==> config.mk <==
export PLATFORM = sky130hd
export DESIGN_NAME = slru_cell
export DESIGN_NICKNAME = d
export VERILOG_FILES = /design/src/design/slru_pkg.sv /design/src/design/slru_cell.sv
export SDC_FILE = /design/constraint.sdc
export NUM_CORES = 1
export LEC_CHECK = 0
export ABC_CLOCK_PERIOD_IN_PS = 2600
export CAP_MARGIN = 20
export CORE_MARGIN = 2
export CORE_UTILIZATION = 45
export CTS_CLUSTER_DIAMETER = 50
export DETAILED_ROUTE_END_ITERATION = 16
export DONT_BUFFER_PORTS = 1
export SLEW_MARGIN = 20
export SYNTH_ARGS = -nofsm -noshare
export SYNTH_HDL_FRONTEND = slang
export SYNTH_SLANG_ARGS = --single-unit
==> constraint.sdc <==
create_clock -name clk -period 2.6 [get_ports clk]
set_input_delay 0.26 -clock clk [delete_from_list [all_inputs] [get_ports clk]]
set_output_delay 0.26 -clock clk [all_outputs]
set_load 0.005 [all_outputs]
==> src/design/slru_pkg.sv <==
// Shared types for the segmented LRU policy block.
// This file has no dependencies. The cell and top level modules use it.
package slru_pkg;

	localparam int unsigned CAPACITY_DEF = 128;
	localparam int unsigned KEY_BITS_DEF = 64;
	localparam int unsigned LIMIT_BITS   = 7;
	localparam logic [LIMIT_BITS-1:0] LIMIT_RESET = 7'd64;

	// Operation sent to all cells of the row at once
	typedef enum logic [2:0] {
		OP_NONE,
		OP_PROMOTE,
		OP_DEMOTE,
		OP_EVICT,
		OP_INSERT
	} cell_op_t;

	typedef struct packed {
		cell_op_t op;
		logic     old_prot;   // segment that the selected entry leaves (promote only)
	} cell_cmd_t;

	typedef enum logic [2:0] {
		ST_IDLE,
		ST_MATCH,
		ST_PROMOTE,
		ST_DEMOTE,
		ST_EVICT,
		ST_INSERT,
		ST_DONE
	} seq_state_t;

endpackage

==> src/design/slru_cell.sv <==
// One cache entry of the segmented LRU store: its key, its segment flag and its rank.
// Depends on slru_pkg. The top level instantiates one cell per entry.
module slru_cell #(
	parameter int unsigned KB = slru_pkg::KEY_BITS_DEF,
	parameter int unsigned RW = 7,
	parameter int unsigned CW = 8
) (
	input  logic                clk,
	input  logic                arst_n,
	input  slru_pkg::cell_cmd_t cmd,
	input  logic                sel,
	input  logic [RW-1:0]       old_rank,
	input  logic [KB-1:0]       bkey,
	input  logic [CW-1:0]       prob_cnt,
	input  logic [CW-1:0]       prot_cnt,
	output logic                match,
	output logic                lru_prob,
	output logic                lru_prot,
	output logic                free,
	output logic [KB-1:0]       key,
	output logic [RW-1:0]       rank,
	output logic                prot
);

	logic          valid_q;
	logic          prot_q;
	logic [RW-1:0] rank_q;
	logic [KB-1:0] key_q;
	logic          valid_d;
	logic          prot_d;
	logic [RW-1:0] rank_d;
	logic [RW-1:0] r_tmp;

	assign match    = valid_q && (key_q == bkey);
	assign free     = !valid_q;
	assign lru_prob = valid_q && !prot_q && (CW'(rank_q) == prob_cnt - CW'(1));
	assign lru_prot = valid_q && prot_q && (CW'(rank_q) == prot_cnt - CW'(1));
	assign key      = key_q;
	assign rank     = rank_q;
	assign prot     = prot_q;

	always_comb begin
		valid_d = valid_q;
		prot_d  = prot_q;
		rank_d  = rank_q;
		r_tmp   = rank_q;
		unique case (cmd.op)
			slru_pkg::OP_PROMOTE: begin
				if (sel) begin
					prot_d = 1'b1;
					rank_d = '0;
				end else if (valid_q) begin
					if (prot_q == cmd.old_prot && rank_q > old_rank)
						r_tmp = rank_q - RW'(1);
					if (prot_q)
						r_tmp = r_tmp + RW'(1);
					rank_d = r_tmp;
				end
			end
			slru_pkg::OP_DEMOTE, slru_pkg::OP_INSERT: begin
				if (sel) begin
					valid_d = 1'b1;
					prot_d  = 1'b0;
					rank_d  = '0;
				end else if (valid_q && !prot_q) begin
					rank_d = rank_q + RW'(1);
				end
			end
			slru_pkg::OP_EVICT: begin
				if (sel)
					valid_d = 1'b0;
			end
			default: ;
		endcase
	end

	always_ff @(posedge clk or negedge arst_n) begin
		if (!arst_n) begin
			valid_q <= 1'b0;
			prot_q  <= 1'b0;
			rank_q  <= '0;
		end else begin
			valid_q <= valid_d;
			prot_q  <= prot_d;
			rank_q  <= rank_d;
		end
	end

	always_ff @(posedge clk) begin
		if (cmd.op == slru_pkg::OP_INSERT && sel)
			key_q <= bkey;
	end

endmodule

Word-level counts from Yosys, hierarchy flattened

Index checks and enable logic that the tools add are counted.

$lt $le $gt $ge: 1
Add/sub/neg operators: 5
Multiplexer cells: 14
Equal/unequal tests: 13
Reductions and logical operators: 15

Operators by type and width:

| operator                                             | number |
|---|---|
| equality test 64 bit                                 | 1 |
| 2-to-1 mux 7 bit                                     | 9 |
| equality test 7 x 8 -> 1 bit                         | 2 |
| subtractor 8 x 1 -> 8 bit (second input constant)    | 2 |
| adder 7 x 1 -> 7 bit (second input constant)         | 2 |
| one-hot mux 7 bit (2 select lines)                   | 1 |
| AND reduction 3 bit                                  | 3 |
| greater-than comparator 7 bit                        | 1 |
| logical AND 1 bit                                    | 7 |
| subtractor 7 x 1 -> 7 bit (second input constant)    | 1 |
| equality test 3 x 2 -> 1 bit (second input constant) | 2 |
| != test 2 bit (second input constant)                | 3 |
| != test 3 bit (second input constant)                | 2 |
| one-hot mux 1 bit (2 select lines)                   | 2 |
| nonzero test 2 bit                                   | 2 |
| equality test 3 x 1 -> 1 bit (second input constant) | 1 |
| equality test 3 bit (second input constant)          | 1 |
| logical NOT 1 bit                                    | 2 |
| 2-to-1 mux 1 bit                                     | 2 |
| OR reduction 2 bit                                   | 1 |
| equality test 1 bit                                  | 1 |

Input bits: 94
Word-level logic and storage cells: 52
Flip-flop bits (word level): 73

Depth between registers and ports, before layout

Depth after elaboration: 11
Mapped depth: 15

Worst setup path before layout

OpenSTA, ideal clock, no wires.

Kind: input -> register
Start point: input sel
End point: register key_q[0], in the netlist key[0] (enable)
Required time: 2.114 ns
Arrival: 3.310 ns
Stages: 3
Library setup time: 0.486 ns
Slack: -1.196 ns
Buffers on the path: 1
Path through: clkbuf_1 nand2b_1 nor2_1

Word-level cells in the longest chain between the ends: 1

RTL lines:

| what                   | RTL line        | RTL |
|---|---|---|
| start: declaration     | slru_cell.sv:11 | `input logic sel,` |
| logical AND 1 bit      | slru_cell.sv:90 | `if (cmd.op == slru_pkg::OP_INSERT && sel)` |
| end signal: assignment | slru_cell.sv:91 | `key_q <= bkey;` |
| end: declaration       | slru_cell.sv:28 | `logic [KB-1:0] key_q;` |

Every way passes these cells.
A chain may end at the register's enable or synchronous reset.

Final worst setup path

Start point: register rank_q[4], in the netlist rank[4]
End point: register rank_q[4], in the netlist rank[4]

Word-level cells in the longest chain between the ends: 11
Elaborated cells between the ends (all ways): 15
Classes of those cells: 3 x add/sub; 1 x order compare; 10 x mux; 1 x reduce/logical

RTL lines:

| what                                 | RTL line        | RTL |
|---|---|---|
| start: declaration                   | slru_cell.sv:27 | `logic [RW-1:0] rank_q;` |
| start signal: assignment             | slru_cell.sv:85 | `rank_q <= rank_d;` |
| greater-than comparator 7 bit        | slru_cell.sv:53 | `if (prot_q == cmd.old_prot && rank_q > old_rank)` |
| logical AND 1 bit                    | slru_cell.sv:53 |  |
| 2-to-1 mux 7 bit                     | slru_cell.sv:53 |  |
| 2-to-1 mux 7 bit                     | slru_cell.sv:52 | `end else if (valid_q) begin` |
| 2-to-1 mux 7 bit                     | slru_cell.sv:49 | `if (sel) begin` |
| 2-to-1 mux 7 bit                     | slru_cell.sv:47 | `unique case (cmd.op)` |
| adder 7 x 1 -> 7 bit                 | slru_cell.sv:56 | `r_tmp = r_tmp + RW'(1);` |
| 2-to-1 mux 7 bit                     | slru_cell.sv:55 | `if (prot_q)` |
| 2-to-1 mux 7 bit                     | slru_cell.sv:52 |  |
| 2-to-1 mux 7 bit                     | slru_cell.sv:49 |  |
| one-hot mux 7 bit (2 select lines) * | slru_cell.sv:47 |  |

Every way passes the cells marked *; elsewhere a longest branch is shown, timed or not. The select of a mux whose other input is x is not followed.

==> summary.txt <==
STA
  – Worst Slack Setup Final: 0.0638 ns
  – Final worst-path cycle share: around 100%
  – Setup TNS: 0 ns
  – Slew Limit Fails: 0
  – Final min period: around 2.5 ns
  – Fmax: 394 MHz
  – Endpoints failing hold: 0
  – RSZ-0062 raised after global routing: yes
  – Fin Clk Skew: approximately 0.0078 ns
  – Final setup viols: 0
  – Relative slew slack: between 60% and 70%
  – Least-Margin Pin Slew: 0.560 ns
  – Final hold slack: 0.0235 ns

Yosys
  – Synth Cell Area: 4290 sq um
  – Fraction of the mapped netlist area in adder cells: 3.50%
  – Post-synth EDFFs: 64
  – Xor/xnor share of the synthesized area: between 10% and 20%
  – Mapped Cells: around 380
  – Mux contribution to synthesized area: 1.23%
  – Largest family of logic cells by synthesized area: XOR/XNOR gates
  – Top-count cell post-synth: edfxtp_1
  – Post-synth top flop: edfxtp_1
  – Most frequent cells after synthesis: edfxtp_1 (64), xnor2_1 (57), xor2_1 (29)
  – Synth cell types: 60
  – Post-synthesis sequential area ratio: 50.1%
  – Area share of the largest cell type after synthesis: 44.8%
  – Mapped Nets: 482
  – Ys Warns: 0
  – Simple-Gate Fraction of Synth Area: 12.9%
  – #FFs+latches synth: 73
  – Post-synthesis compound-gate area fraction: 11.5%
  – Asr flop ratio synth: 12.3%
  – Top cells by area, synth: edfxtp_1 (45%), xnor2_1 (12%), xor2_1 (5.9%), dfrtp_1 (5.3%), ha_1 (3.5%)
  – Mapped Avg Cell Area: 11.4 sq um
  – Area leader, netlist: edfxtp_1

Cells and area
  – Finished Layout Cells: between 500 and 600
  – Area delta synth->final: 26.1%
  – Final core occ: 58.6%
  – Post-route cell area: 5410 sq um
  – Diode count: 0
  – Share of cells above drive strength 1: 13.2%
  – Layout net count: 557

CTS
  – TritonCTS clock tree: yes
  – Clock Path Buffers: 2
  – CTS buffer count: 9
  – CTS Sinks: 73
  – Clock H-tree levels: 3
  – Worst-skew pair later-pin latency: roughly 0.33 ns
  – CTS Root Cell: clkbuf_8
  – Clock transition at path regs: 0.08 ns

Power and ir drop
  – Net Switching: slightly below 900 uW
  – Cell Pwr Density: 535 nW/um^2
  – Internal power: 2.03 mW
  – Leakage: 1.92 nW
  – Logic gate share of total power: between 20% and 30%
  – Worst vdd ir: 0.270 mV
  – Overall Power: 2.90 mW
  – Sequential power share: a little under half
  – Switching share of power: 29.9%
  – Clk pwr share: between 20 and 30%

Floorplan
  – Row count: 35
  – Chip width: 102 microns
  – Die height: around 100 microns
  – # IOs: 170
  – Die area: 10300 sq um
  – Core Box Area: 9240 sq um
  – Starting density of the core: 46.4%

Placed design
  – Port Buffers: 0
  – Pre-CTS setup slack: -0.0871 ns
  – Placed cell count: about 510
  – RD Place Congestion: 0.804
  – Post-detail-place hpwl: 7720 microns
  – Post-DP Area: about 4500 sq um

Setup path
  – Slowest-stage cell, CP: dfrtp_1
  – WP data arrival: around 2.8 ns
  – CP Launch Type: register
  – Crit end category: register
  – Crit-path max FO: 7
  – Critical Path Max Stage Delay: a little over 0.4 ns
  – WS Path Type: reg -> reg
  – CP cell instances: ha_4 -> a211oi_2 -> o21bai_2 -> o21ai_4 -> nand2_1 -> o21ai_2 -> ha_2 -> nand2_4 -> a2111oi_4 -> mux2i_1 -> o2111ai_1 -> a2bb2oi_1
  – Worst endpoint required time: roughly 2.9 ns

Route
  – Number of remaining DRC errors: 0
  – Number of routed nets with antenna violations: 0
  – Drt pass-1 iters: 4
  – Starting DRT DRC Count: 121
  – Via count: between 3000 and 4000
  – Post-DR wirelength/cell: between 15 and 20 microns
  – Post-Route WL: 11100 microns
  – Drt via density: 5.59

Global route
  – Gr ovfl total: 0
  – First-pass GRT wire length: 16200 microns
  – Initial antenna violation count: 0
  – Tot GR Track Use: 20.4%
  – Pin count of the biggest net entering global routing: 65
  – Number of global-route vias before repair: 3264

Run
  – Total of max-cap violations: 0

Status
  – Status: finished, final reports clean

Worst hold path
  – Hold WC Path Type: in -> reg
-- worst paths after layout --
path	startpoint	to	slack, ns	cells past startpoint
setup / recovery	rank[4]$_DFFE_PN0P_	rank[4]$_DFFE_PN0P_	0.06	12
hold / removal	bkey[14]	key[14]$_DFFE_PP_	0.02	0
setup reg to reg	rank[4]$_DFFE_PN0P_	rank[4]$_DFFE_PN0P_	0.06	12
hold reg to reg	valid_q$_DFFE_PN0P_	valid_q$_DFFE_PN0P_	0.72	2
max in group asynchronous	arst_n	rank[1]$_DFFE_PN0P_	1.91	1
min in group asynchronous	arst_n	rank[0]$_DFFE_PN0P_	0.34	1
-- kinds of logic after synthesis --
family	after synthesis
AND/OR/NAND/NOR	102
flip-flops	73
AO/OA/AOI/OAI	66
buffers and inverters	31
XOR/XNOR	87
multiplexers	5
adder cells (fa/ha/maj)	12
-- cell type report --
type                       instances  area, sq um
fill                             781         3830
sequential                        73         2150
multi-input combinational        272         2130
timing repair buffer              75          723
tap                              129          161
clock buffer                       9          124
inverter                          20         75.1
clock inverter                     7         52.6
-- registers in the layout (all words and copies together) (netlist names) --
signal	cells
key	64
prot	1
rank	7
valid_q	1
-- power by group through the flow --
stage               sequential, mW  clock (mW)  combinational [mW]
floorplan                     1.40           0               0.450
global placement              1.40           0               0.584
detailed placement            1.40           0               0.595
CTS                           1.38       0.830               0.683
global route                  1.38       0.868               0.795
finish                        1.38       0.795               0.725
-- repair_timing --
item	CTS	global route
hold endpoints to repair	63	4
gates resized for setup	6	13
setup endpoints to repair	3	3
hold buffers	55	4
setup buffers	0	1
pin swaps	3	9
-- placed cells by master, fill, tap and decap left out, types with 3 or more instances in the layout --
cell type       n
clkinvlp_4      3
edfxtp_1       64
nand3_1         7
a21oi_1        11
o21ai_0        12
xnor2_1        56
nand2_1        16
inv_1          18
mux2i_1         3
a22o_1          3
clkbuf_8        9
nor2_1         14
nand2b_1        7
buf_4          15
nor3_1         12
a211oi_1        3
dfrtp_1         9
o211ai_1        4
nand4_1        13
ha_1           10
xor2_1         29
o21ai_1         3
dlygate4sd3_1  59
nor4_1          7
nand3b_1        4
-- metal layers --
metal  up-vias  global-route usage (%)  share of wire (%)
li1       1533                       -                  -
met1      1562                    24.0                 38
met4         0                    7.69                2.3
met3        22                    6.76                 10
met5         -                       0                  0
met2       153                    34.5                 49
-- critical path: cells and delay by family (launching register included) --
kind | cells | cell delay, ns
and+or+nand+nor | 2 | 0.18
DFF | 1 | 0.41
adders and majority gates | 2 | 0.45
AOI/OAI and AO/OA | 7 | 1.29
muxes | 1 | 0.12
Note: power is estimated with default switching activity, not from simulation.
